File: src/hdl/rlf_ram.sv
`timescale 1ns / 1ps
// ----------------------------------------------------------------------------
// rlf_ram
// Generic simple dual-port RAM, one write port, registered read.
// ----------------------------------------------------------------------------
module rlf_ram #(
    parameter int WIDTH = 8,
    parameter int DEPTH = 16
) (
    input  logic                     i_clk,
    input  logic                     i_we,
    input  logic [$clog2(DEPTH)-1:0] i_waddr,
    input  logic [WIDTH-1:0]         i_wdata,
    input  logic [$clog2(DEPTH)-1:0] i_raddr,
    output logic [WIDTH-1:0]         o_rdata
);

    logic [WIDTH-1:0] r_mem [DEPTH];
    logic [WIDTH-1:0] r_rdata;

    // write and registered read
    always_ff @(posedge i_clk) begin
        if (i_we) begin
            r_mem[i_waddr] <= i_wdata;
        end
        r_rdata <= r_mem[i_raddr];
    end

    assign o_rdata = r_rdata;

endmodule

File: config.mk
export PLATFORM = sky130hd
export DESIGN_NAME = rlf_ram
export DESIGN_NICKNAME = d
export VERILOG_FILES = /design/src/hdl/rlf_ram.sv
export SDC_FILE = /design/constraint.sdc
export NUM_CORES = 1
export LEC_CHECK = 0
export ABC_AREA = 1
export BUFFER_PORTS_ARGS = -buffer_cell sky130_fd_sc_hd__buf_2
export CAP_MARGIN = 20
export CORE_MARGIN = 2
export CORE_UTILIZATION = 30
export DETAILED_ROUTE_END_ITERATION = 7
export PLACE_DENSITY = 0.44
export SLEW_MARGIN = 15
export SYNTH_ARGS = -nofsm -noshare
export SYNTH_HDL_FRONTEND = slang
export SYNTH_SLANG_ARGS = --single-unit
File: constraint.sdc
create_clock -name i_clk -period 2.9 [get_ports i_clk]
set_clock_uncertainty 0.15 [all_clocks]
set_input_delay 0.58 -clock i_clk [delete_from_list [all_inputs] [get_ports i_clk]]
set_output_delay 0.58 -clock i_clk [all_outputs]
set_load 0.05 [all_outputs]
# == Yosys cells after proc, flatten, opt, wreduce, memory -nomap -nowiden ==
# Memory sizes are Yosys's and may differ from the RTL's. A register that Yosys moved wholly into a read port is not among the register bits.
# Cells that the tools add are included.
# W data, S select, Z words.
# word_totals
inputBits,18
ff_bits,0
elab_cells,3
ram_bits,128
n_memories,1
# mem_list
name,depth,word_bits,read_ports,rd_clocked_by_memory_dff,write_ports,line,source
r_mem,16,8,1,1,1,18,logic [WIDTH-1:0] r_mem [DEPTH];
# classes
mux,2
# op_table
operator,n
$mux W1,2

# == Depth between registers and ports, before layout ==
# logic_depth
ltp_word,2
mapped_depth,8
mapped_depth_nobuf,7

# == Least setup slack after synthesis ==
# Ideal clock, no wire load.
# synth_timing
path_kind,in2reg
startpoint,input port i_waddr[2]
endpoint,"memory r_mem[10][0], enable pin"
cell_stages,2
setup_time_ns,0.370
path_buffers,0
t_required_ns,2.380
t_arrival_ns,1.161
slack_ns,1.219
path_cell_list,nand3b_1 > nor2_1
# synth_rtl
item,line,source
from (decl),12,"input logic [$clog2(DEPTH)-1:0] i_waddr,"
to (decl),18,
# No word-level cell before the write port.

# == Worst setup path after layout ==
# layout_timing
startpoint,"register r_rdata[6], in the netlist o_rdata[6] (read register of r_mem)"
endpoint,output port o_rdata[6]
# layout_rtl
item,line,source
from (decl),19,logic [WIDTH-1:0] r_rdata;
to (decl),15,output logic [WIDTH-1:0] o_rdata
# No word-level cell between the ends.

==> impl_metrics.yaml <==
status:
  status: "completed"
logic_synthesis:
  synthFlopType: "edfxtp_1"
  netlist_top_cells_count: "nand2_1, edfxtp_1, inv_1"
  ys_seq_elements: 136
  synth_top_area_share_pct: 66.7
  synth_warnings: 0
  synth_area_leader_cell: "edfxtp_1"
  synth_edf_count: 128
  synthArstFlopShare_pct: 0
  synthCells: 551
  avgSynthCellArea_um2: 10.5
  synth_area_um2: 5770
  yosys-top-cells-area: "edfxtp_1, nand2_1, nand3_1"
  syn_nets: 569
  synth_most_common_cell: "nand2_1"
  yosys.cell_types.count: 12
  ys_seq_area_share_pct: 69.4
finish:
  finalNetCount: 597
  syn_to_final_growth_pct: 15.6
  stdcell_area_um2: 6670
  nFillCells: 1920
  final_cells: 826
  multi_input_area_um2: 1210
  seq_area_um2: 4000
  num_antenna_cells: 0
  layout-drive-gt1-share_pct: 10.6
detailed_routing:
  via_per_inst: 4.42
  drt-pass1-iter-count: 5
  wl_mm: 13.9
  route.detailed.drc: 0
  drtAntennaViolNets: 0
  vias: 3651
  post_drt_wl_per_cell_um: 16.8
  drt_iter0_drc: 194
timing:
  hold_slack_ps: 389
  slew_headroom_pct: 43.0
  fin_crit_ps: 1790
  timing.fmax_mhz: 560
  tightestPinTransition_ps: 852
  finalWorstSetupSlack_ps: 1110
  hold_violations: 0
  slew_violations: 0
  final.setup.tns_ps: 0
  finalSetupViolCount: 0
  grt_setup_unrepaired: "false"
  min_period_over_period_pct: 61.6
worst_hold_path:
  worstHoldPathType: "primary input to flip-flop"
  hold_end: "o_rdata[5]"
  whs_path_depth: 3
  min_from: "i_raddr[3]"
clock_tree:
  root_buffer: "clkbuf_16"
  post_cts_resize_count: 0
  htree_levels: 4
  ctsHoldBuffers: 0
  cts_made_buffers: 17
  path_clk_slew_ps: 60
  worstSkewPairLatency_ps: 410
  cts_setup_buffers: 0
  numClockSinks: 136
  cts_tree: "yes"
  clockBufferDepth: 2
die:
  dieArea_um2: 20300
  die_h_um: 143
  die_width_um: 143
  core_um2: 18800
  start_util_pct: 30.7
  rows: 50
  ioPinCount: 26
placed_design:
  place_ws_ps: 699
  dpl_cell_area_um2: 6100
  routabilityCongestion: 0.752
  dp_hpwl_mm: 8.71
  placed_cells: 794
  port_buffers: 25
power_and_ir_drop:
  cellLeakagePower_nw: 2.83
  peakVddDrop_uv: 385
  powerDensity_nw_per_um2: 684
worst_setup_path:
  crit-reg2reg-launch: "r_mem[5][3]"
  startpoint_type: "flip-flop"
  r2r_cells: 6
  crit_required_ps: 2170
  critPathTopFamily: "flip-flops"
  endpoint_kind: "primary output"
  r2r_end: "o_rdata[3]"
  critPathMaxStageDelay_ps: 360
  cpMaxStageDelayCell: "dfxtp_1"
  crit_chain: "buf_2"
  crit_fanout: 1
  worstSetupPathType: "flip-flop to primary output"
  crit_arrival_ps: 1060
  path_buf_inv: 1
  reg2reg_slack_ps: 1680
  crit_cells: 1
flow_run:
  drv_cap: 0
global_routing:
  antenna_found_initial: 0
  gr-total-overflow: 0
  grt_max_degree: 65
  grt_pass1_wl_mm: 21.7
  grt.total_usage_pct: 14.9
  first_global_vias: 3680
layer usage:
| layer | track usage [%] | vias to the layer above | wire, um |
|---|---|---|---|
| li1 | - | 1825 | - |
| met5 | 0 | - | 0 |
| met3 | 3.35 | 10 | 561 |
| met2 | 24.8 | 58 | 7020 |
| met4 | 5.84 | 0 | 125 |
| met1 | 18.9 | 1758 | 6210 |
sequential cells by signal, summed over array words and instances, names as in the netlist:
signal	count
r_mem	128
o_rdata	8
layout make-up:
type	instances	area share [%]
Timing Repair Buffer	33	3.15
Sequential cell	136	60.1
Clock buffer	18	6.44
Inverter	102	5.74
Multi-Input combinational cell	289	18.2
Tap cell	234	4.39
Clock inverter	14	2.01
through the flow:
step | utilization, % | total power [mW]
global placement | 32.5 | 2.57
detailed placement | 32.5 | 2.57
finish | 35.5 | 4.56
global route | 35.5 | 4.73
floorplan | - | 2.45
CTS | 35.5 | 4.62
where the power goes:
group / leakage, nW / switching, mW / total [mW] / internal (mW)
sequential: 1.22 / 0.0135 / 2.21 / 2.20
combinational: 1.34 / 0.234 / 0.310 / 0.0753
clock: 0.264 / 0.788 / 2.04 / 1.25
total: 2.83 / 1.04 / 4.56 / 3.52
cell families after synthesis:
| family | after synthesis | synth area share [%] |
|---|---|---|
| DFF | 136 | 69.4 |
| buffers and inverters | 126 | 9.52 |
| and+or+nand+nor | 289 | 21.0 |
cell usage in the layout (no fill, tap or decap), types with 2 or more instances in the layout:
master,n
buf_2,25
nand2_1,173
inv_1,100
nand3b_1,2
clkinv_4,2
clkbuf_16,17
clkinv_2,3
nand3_1,97
edfxtp_1,128
clkinv_1,3
buf_4,6
nor2_1,17
dfxtp_1,8
inv_2,2
clkinvlp_4,4
buf_12,2
bufinv_16,2
how the worst max path moves through the flow:
| stage | slack [ps] | endpoint | startpoint |
|---|---|---|---|
| after floorplan | 1220 | r_mem[10][0] | i_waddr[2] |
| after global placement | 750 | r_mem[9][3] | i_waddr[2] |
| after detailed placement | 700 | r_mem[9][6] | i_waddr[2] |
| after CTS | 1070 | o_rdata[0] | o_rdata[0] |
| after global routing | 1080 | o_rdata[6] | o_rdata[6] |
| final | 1110 | o_rdata[6] | o_rdata[6] |
Note: power is estimated with default switching activity, not from simulation.
