### src/hdl/rlf_pkg.sv
`timescale 1ns / 1ps
// ----------------------------------------------------------------------------
// rlf_pkg
// Shared widths, codes and types of the line-fit scorer.
// ----------------------------------------------------------------------------
package rlf_pkg;

    localparam int POINT_CAPACITY = 1024;
    localparam int IDX_W   = $clog2(POINT_CAPACITY);
    localparam int CNT_W   = IDX_W + 1;
    localparam int COORD_W = 12;
    localparam int THR_W   = 12;
    localparam int NP_W    = 11;
    localparam int CFG_W   = 12;
    localparam int COEF_W  = COORD_W + 1;
    localparam int PROD_W  = 2 * COEF_W;
    localparam int CONST_W = PROD_W + 1;
    localparam int OUT_C_W = 26;
    localparam int NORM_W  = 2 * COEF_W;
    localparam int RHS_W   = 2 * THR_W + NORM_W;
    localparam int DIST_W  = PROD_W + 2;
    localparam int MAG_W   = DIST_W - 1;
    localparam int SQ_W    = 2 * MAG_W;
    localparam int CMP_W   = SQ_W + 8;
    localparam int MASK_DEPTH = 2 * POINT_CAPACITY;

    // request opcodes
    localparam logic [1:0] OP_LOAD  = 2'd0;
    localparam logic [1:0] OP_HYP   = 2'd1;
    localparam logic [1:0] OP_MASK  = 2'd2;
    localparam logic [1:0] OP_CLEAR = 2'd3;

    // result status codes
    localparam logic [1:0] ST_OK    = 2'd0;
    localparam logic [1:0] ST_RANGE = 2'd1;
    localparam logic [1:0] ST_EQUAL = 2'd2;

    // register indexes
    localparam logic CFG_NUM_POINTS = 1'b0;
    localparam logic CFG_THRESHOLD  = 1'b1;

    typedef struct packed {
        logic [COORD_W-1:0] row;
        logic [COORD_W-1:0] col;
    } t_point;

    typedef struct packed {
        logic signed [COEF_W-1:0]  a;
        logic signed [COEF_W-1:0]  b;
        logic signed [CONST_W-1:0] c;
        logic [RHS_W-1:0]          rhs;
    } t_line;

    typedef struct packed {
        logic             valid;
        logic             live;
        logic [IDX_W-1:0] idx;
    } t_tag;

endpackage

### src/hdl/rlf_score.sv
`timescale 1ns / 1ps
// ----------------------------------------------------------------------------
// rlf_score
// Five-stage inlier test of one stored point per cycle against a line.
// ----------------------------------------------------------------------------
module rlf_score (
    input  logic           i_clk,
    input  logic           i_rst_n,
    input  rlf_pkg::t_line  i_line,
    input  rlf_pkg::t_tag   i_tag,
    input  rlf_pkg::t_point i_pt,
    output rlf_pkg::t_tag   o_tag,
    output logic           o_hit
);

    logic signed [rlf_pkg::PROD_W-1:0] r_au, r_bv;
    logic signed [rlf_pkg::DIST_W-1:0] r_l;
    logic [rlf_pkg::MAG_W-1:0]         r_mag;
    logic [rlf_pkg::SQ_W-1:0]          r_sq;
    logic                              r_hit;
    rlf_pkg::t_tag                     r_tag1, r_tag2, r_tag3, r_tag4, r_tag5;
    logic signed [rlf_pkg::DIST_W-1:0] n_l;
    logic [rlf_pkg::MAG_W-1:0]         n_mag;
    logic [rlf_pkg::CMP_W-1:0]         w_lhs, w_rhs;

    // distance sum and magnitude
    always_comb begin
        n_l = rlf_pkg::DIST_W'(r_au) + rlf_pkg::DIST_W'(r_bv)
            + rlf_pkg::DIST_W'(i_line.c);
        n_mag = r_l[rlf_pkg::DIST_W-1] ? rlf_pkg::MAG_W'(-r_l) : rlf_pkg::MAG_W'(r_l);
        w_lhs = {r_sq, 8'd0};
        w_rhs = rlf_pkg::CMP_W'(i_line.rhs);
    end

    // datapath stages
    always_ff @(posedge i_clk) begin
        r_au  <= i_line.a * $signed({1'b0, i_pt.col});
        r_bv  <= i_line.b * $signed({1'b0, i_pt.row});
        r_l   <= n_l;
        r_mag <= n_mag;
        r_sq  <= r_mag * r_mag;
        r_hit <= r_tag4.live && (w_lhs < w_rhs);
    end

    // tag pipeline
    always_ff @(posedge i_clk) begin
        if (!i_rst_n) begin
            r_tag1 <= '0;
            r_tag2 <= '0;
            r_tag3 <= '0;
            r_tag4 <= '0;
            r_tag5 <= '0;
        end else begin
            r_tag1 <= i_tag;
            r_tag2 <= r_tag1;
            r_tag3 <= r_tag2;
            r_tag4 <= r_tag3;
            r_tag5 <= r_tag4;
        end
    end

    assign o_tag = r_tag5;
    assign o_hit = r_hit;

endmodule

### config.mk
export PLATFORM = sky130hd
export DESIGN_NAME = rlf_score
export DESIGN_NICKNAME = d
export VERILOG_FILES = /design/src/hdl/rlf_pkg.sv /design/src/hdl/rlf_score.sv
export SDC_FILE = /design/constraint.sdc
export NUM_CORES = 2
export LEC_CHECK = 0
export BUFFER_PORTS_ARGS = -buffer_cell sky130_fd_sc_hd__buf_2
export CORE_MARGIN = 5
export CORE_UTILIZATION = 60
export DETAILED_ROUTE_END_ITERATION = 12
export PLACE_DENSITY = 0.78
export SETUP_SLACK_MARGIN = 0.02
export SYNTH_ARGS = -nofsm -noshare
export SYNTH_HDL_FRONTEND = slang
export SYNTH_SLANG_ARGS = --single-unit
### constraint.sdc
create_clock -name i_clk -period 8 [get_ports i_clk]
set_input_delay 2 -clock i_clk [delete_from_list [all_inputs] [get_ports i_clk]]
set_output_delay 2 -clock i_clk [all_outputs]
set_load 0.02 [all_outputs]
# Word-level counts from Yosys, hierarchy flattened
# Index checks and enable logic that the tools add are counted.
# W data, S select, Z words.
[word_totals]
ff_bits = 222
latchBits = 0
mem_bits_rw = 0
rom_bits = 0
input_bits = 141
word_cells = 30
memories = 0
[classes]
n_addsub = 3
multipliers = 3
div = 0
n_lt_le_gt_ge = 1
n_eq_ne = 0
shift = 0
muxes = 1
bitwise_logic = 0
n_reduce_logical = 1
[ops]
columns = ["op", "count"]
rows = [
  ["$lt A62 B50 Y1", 1],
  ["$mul A27 B27 Y54", 1],
  ["$mul A13 B13 Y26", 2],
  ["$add A27 B27 Y28", 1],
  ["$add A26 B26 Y27", 1],
  ["$mux W27", 1],
  ["$neg A27 Y27", 1],
  ["$logic_and A1 B1 Y1", 1],
]

# Depth between registers and ports, before layout
[depth]
depth_word = 2
ltp_mapped = 28
mapped_depth_nobuf = 25

# Least setup slack after synthesis
# No wires, ideal clock.
[synth_timing]
kind = "flip-flop to flip-flop"
startpoint = "register r_mag[5] in the netlist's numbering"
endpoint = "register r_sq[48] in the netlist's numbering"
setup_time_ns = 0.122
arrival_time_ns = 7.080
setup_slack_ns = 0.798
stages_incl_launch_ff = 26
path_buffers = 3
period_less_slack_ns = 7.202
path_cell_list = "dfxtp_1 -> clkbuf_1 -> clkbuf_1 -> nand2_1 -> fa_1 -> inv_1 -> fa_1 -> inv_1 -> fa_1 -> fa_1 -> inv_1 -> fa_1 -> fa_1 -> inv_1 -> fa_1 -> inv_1 -> ha_1 -> clkbuf_1 -> a21oi_1 -> a21oi_1 -> o21ai_0 -> nor4b_1 -> nor3_1 -> o41ai_1 -> a31oi_1 -> o311a_1"
[synth_between]
elab_chain_cells = 1
[synth_rtl]
columns = ["item", "line_no", "rtl"]
rows = [
  ["start: declaration", "rlf_score.sv:18", "logic [rlf_pkg::MAG_W-1:0] r_mag;"],
  ["start signal: assignment", "rlf_score.sv:40", "r_mag <= n_mag;"],
  ["$mul A27 B27 Y54", "rlf_score.sv:41", "r_sq <= r_mag * r_mag;"],
  ["end signal: assignment", "rlf_score.sv:41", ""],
  ["end: declaration", "rlf_score.sv:19", "logic [rlf_pkg::SQ_W-1:0] r_sq;"],
]
# No other way between the ends.
# A chain may end at the register's enable or synchronous reset.

# Worst setup path after layout
[layout_timing]
startpoint = "register r_mag[6] in the netlist's numbering"
endpoint = "register r_sq[48] in the netlist's numbering"
# Same word-level chain as after synthesis.

==> run_results.csv <==
group,metric,value,unit
routing,vias,28150,
grt,track_usage,0.2568,
sta,fin_tns_setup,0,ps
place,place.gp.congestion,0.9342,
grt,grt.overflow.total,0,
worst_hold_path,min_path_cells,0,
critical_path,crit_path_start_kind,"flip-flop",
sta,setup_viol,0,
outcome,outcome,"completed",
yosys,yosysTopAreaCellShare,0.4350,
finish,fillers,5367,
routing,drt-wirelength-per-cell,17.16,µm
sta,slew_viol_final,0,
routing,finalWirelength,90.03,mm
finish,multi_input_area,31310,µm²
sta,grt_setup_unrepaired,"no",
sta,finalHoldViolCount,0,
critical_path,worstPathMaxFanout,15,
routing,drc,0,
yosys,synthTopCellsByCount,"inv_1, fa_1, nand2_1",
sta,tightest_slew,883.4,ps
finish,nets,5757,
yosys,synth_nets,5667,
place,port-buffer-count,153,
yosys,netlist_area,40320,µm²
routing,dr.pass1.iters,5,
yosys,yosys_warnings,0,
clock_network,cts_max_level,1,
critical_path,cp-end-kind,"flip-flop",
grt,grt_start_max_net_pins,61,
worst_hold_path,hold_end,"r_mag[0]",
floorplanning,start_util,0.6025,
clock_network,clock-sinks,221,
flow_run,cap_violations,0,
critical_path,r2r_slack,350,ps
clock_network,numCtsBuffers,25,
sta,fmax,0.1308,GHz
routing,via_per_inst,5.363,
floorplanning,io-pin-count,154,
sta,fin_skew,12.01,ps
critical_path,rr_worst_depth,23,
floorplanning,die-width,269.2,µm
sta,hold_ws,369.2,ps
floorplanning,die-area,72480,µm²
yosys,synth_largest_area_cell,"fa_1",
grt,grt_pass1_wl,153.2,mm
floorplanning,die_h,269.2,µm
finish,area_delta_synth_final,6.346,%
yosys,synth_area_leaders,"fa_1, ha_1, dfxtp_1, inv_1, and2_1",
yosys,synth-seq-cells,221,
yosys,synth.most_common_cell,"inv_1",
grt,first_global_vias,31390,
sta,finalCriticalPeriod,7646,ps
critical_path,arrival,8100,ps
sta,slew_headroom,0.4103,
yosys,synth_cell_types,61,
clock_network,clock_latency,560,ps
clock_network,cts_setup_buffers,0,
floorplanning,core,66920,µm²
place,hpwl,77.10,mm
grt,antenna_found_initial,7,
yosys,ys_seq_area_frac,0.1097,
yosys,syn_area_per_cell,9.464,µm²
critical_path,crit_type,"flip-flop to flip-flop",
finish,drive_above_1_share,0.06065,
yosys,synth_cells,4260,
critical_path,r2r_start,"r_mag[6]",
yosys,synth-edff-count,0,
floorplanning,rows,95,
clock_network,root_buffer,"clkbuf_16",
routing,ant_nets,0,
clock_network,clk_pin_slew_worst_paths,70,ps
worst_hold_path,hold_path.startpoint,"r_l[0]",
yosys,synth_flop_cell,"dfxtp_1",
critical_path,critPathRequiredTime,8450,ps
yosys,async_flop_share,0,
worst_hold_path,hold_path_class,"flip-flop to flip-flop",
routing,drtIter0Drc,1634,
clock_network,cts_tree,"done",
finish,regArea,4429,µm²
clock_network,cts_buffer_depth,3,
sta,finalCritPeriodShare,0.9558,
critical_path,r2r_end,"r_sq[48]",
[layout make-up]
class                           instances  share of cell area
Antenna cell                            6           0.0003502
Clock buffer                           31             0.01628
Clock inverter                         15            0.003560
Inverter                             1087             0.09516
Multi-Input combinational cell       2817              0.7301
Sequential cell                       221              0.1033
Tap cell                              873             0.02547
Timing Repair Buffer                  198             0.02574
[what timing repair did]
item / in CTS / in global routing
resized for setup: 0 / 5
hold buffers: 0 / 0
setup endpoints to repair: 0 / 5
[logic make-up after synthesis]
| logic type | synth area share |
|---|---|
| AO/OA/AOI/OAI | 0.05924 |
| AND/OR/NAND/NOR | 0.1264 |
| adder cells (fa/ha/maj) | 0.5560 |
| XOR/XNOR | 0.03432 |
| flip-flops | 0.1097 |
| buffers and inverters | 0.1138 |
| multiplexers | 0.0005586 |
[per-layer routing]
| layer | global-route usage | vias up | part of all wire |
|---|---|---|---|
| li1 | - | 12870 | - |
| met3 | 0.04490 | 255 | 0.063 |
| met5 | 0 | - | 0.00014 |
| met2 | 0.4531 | 905 | 0.51 |
| met4 | 0.1028 | 2 | 0.047 |
| met1 | 0.3153 | 14120 | 0.38 |
[how the worst max path moves through the flow]
stage / start / to / slack (ps) / depth (start not counted)
after CTS: r_mag[16] / r_sq[51] / 300 / 23
final: r_mag[6] / r_sq[48] / 350 / 23
after floorplan: r_mag[5] / r_sq[48] / 800 / 25
after global routing: r_mag[18] / r_sq[53] / 40 / 21
after detailed placement: r_mag[16] / r_sq[51] / 340 / 23
after global placement: r_mag[16] / r_sq[51] / 440 / 23
[state kept, by name, indices dropped and copies added, names as in the netlist]
signal / cells
r_tag4: 12
r_tag1: 12
o_hit: 1
r_bv: 26
r_au: 26
r_mag: 27
r_tag2: 12
r_tag3: 12
r_l: 28
r_sq: 53
o_tag: 12
[placed cells by master, fill, tap and decap left out, types with 20 or more instances in the layout]
cell       count
inv_1       1085
fa_1         876
nand2_1      412
ha_1         390
and2_1       368
dfxtp_1      217
buf_2        153
a21oi_1      114
xnor2_1      111
nor2_1        86
o21ai_0       83
a21o_1        60
xor2_1        47
buf_4         45
clkbuf_16     25
nor2b_1       23
nand4_1       20
[stage by stage]
stage | worst slack (ps) | util | area (µm²) | std cells
6_report | 353.8 | 0.6407 | 42880 | 5248
5_1_grt | 35.07 | 0.6407 | 42870 | 5247
4_1_cts | 299.2 | 0.6404 | 42860 | 5242
3_5_place_dp | 335.5 | 0.6277 | 42010 | 5196
3_3_place_gp | 439.7 | 0.6277 | 42010 | 5196
2_1_floorplan | 798.0 | - | 40320 | 4260
[critical path, cell delays in order (launching register included)]
cell     delay [ps]
dfxtp_1         810
nand2_1         250
fa_1            540
inv_1            50
fa_1            480
inv_1            60
fa_1            500
fa_1            510
inv_1            50
fa_1            490
fa_1            490
inv_1            60
fa_1            480
inv_1            40
ha_1            500
a21oi_1         180
a21oi_1         170
o21ai_0         150
nor4b_1         400
nor3_1          160
o41ai_1         400
buf_4           200
a31oi_1         160
o311a_1         390
Power is left out: the tool's default activity adds up to more than one toggle a clock period on the data nets, which glitch-free logic cannot reach.
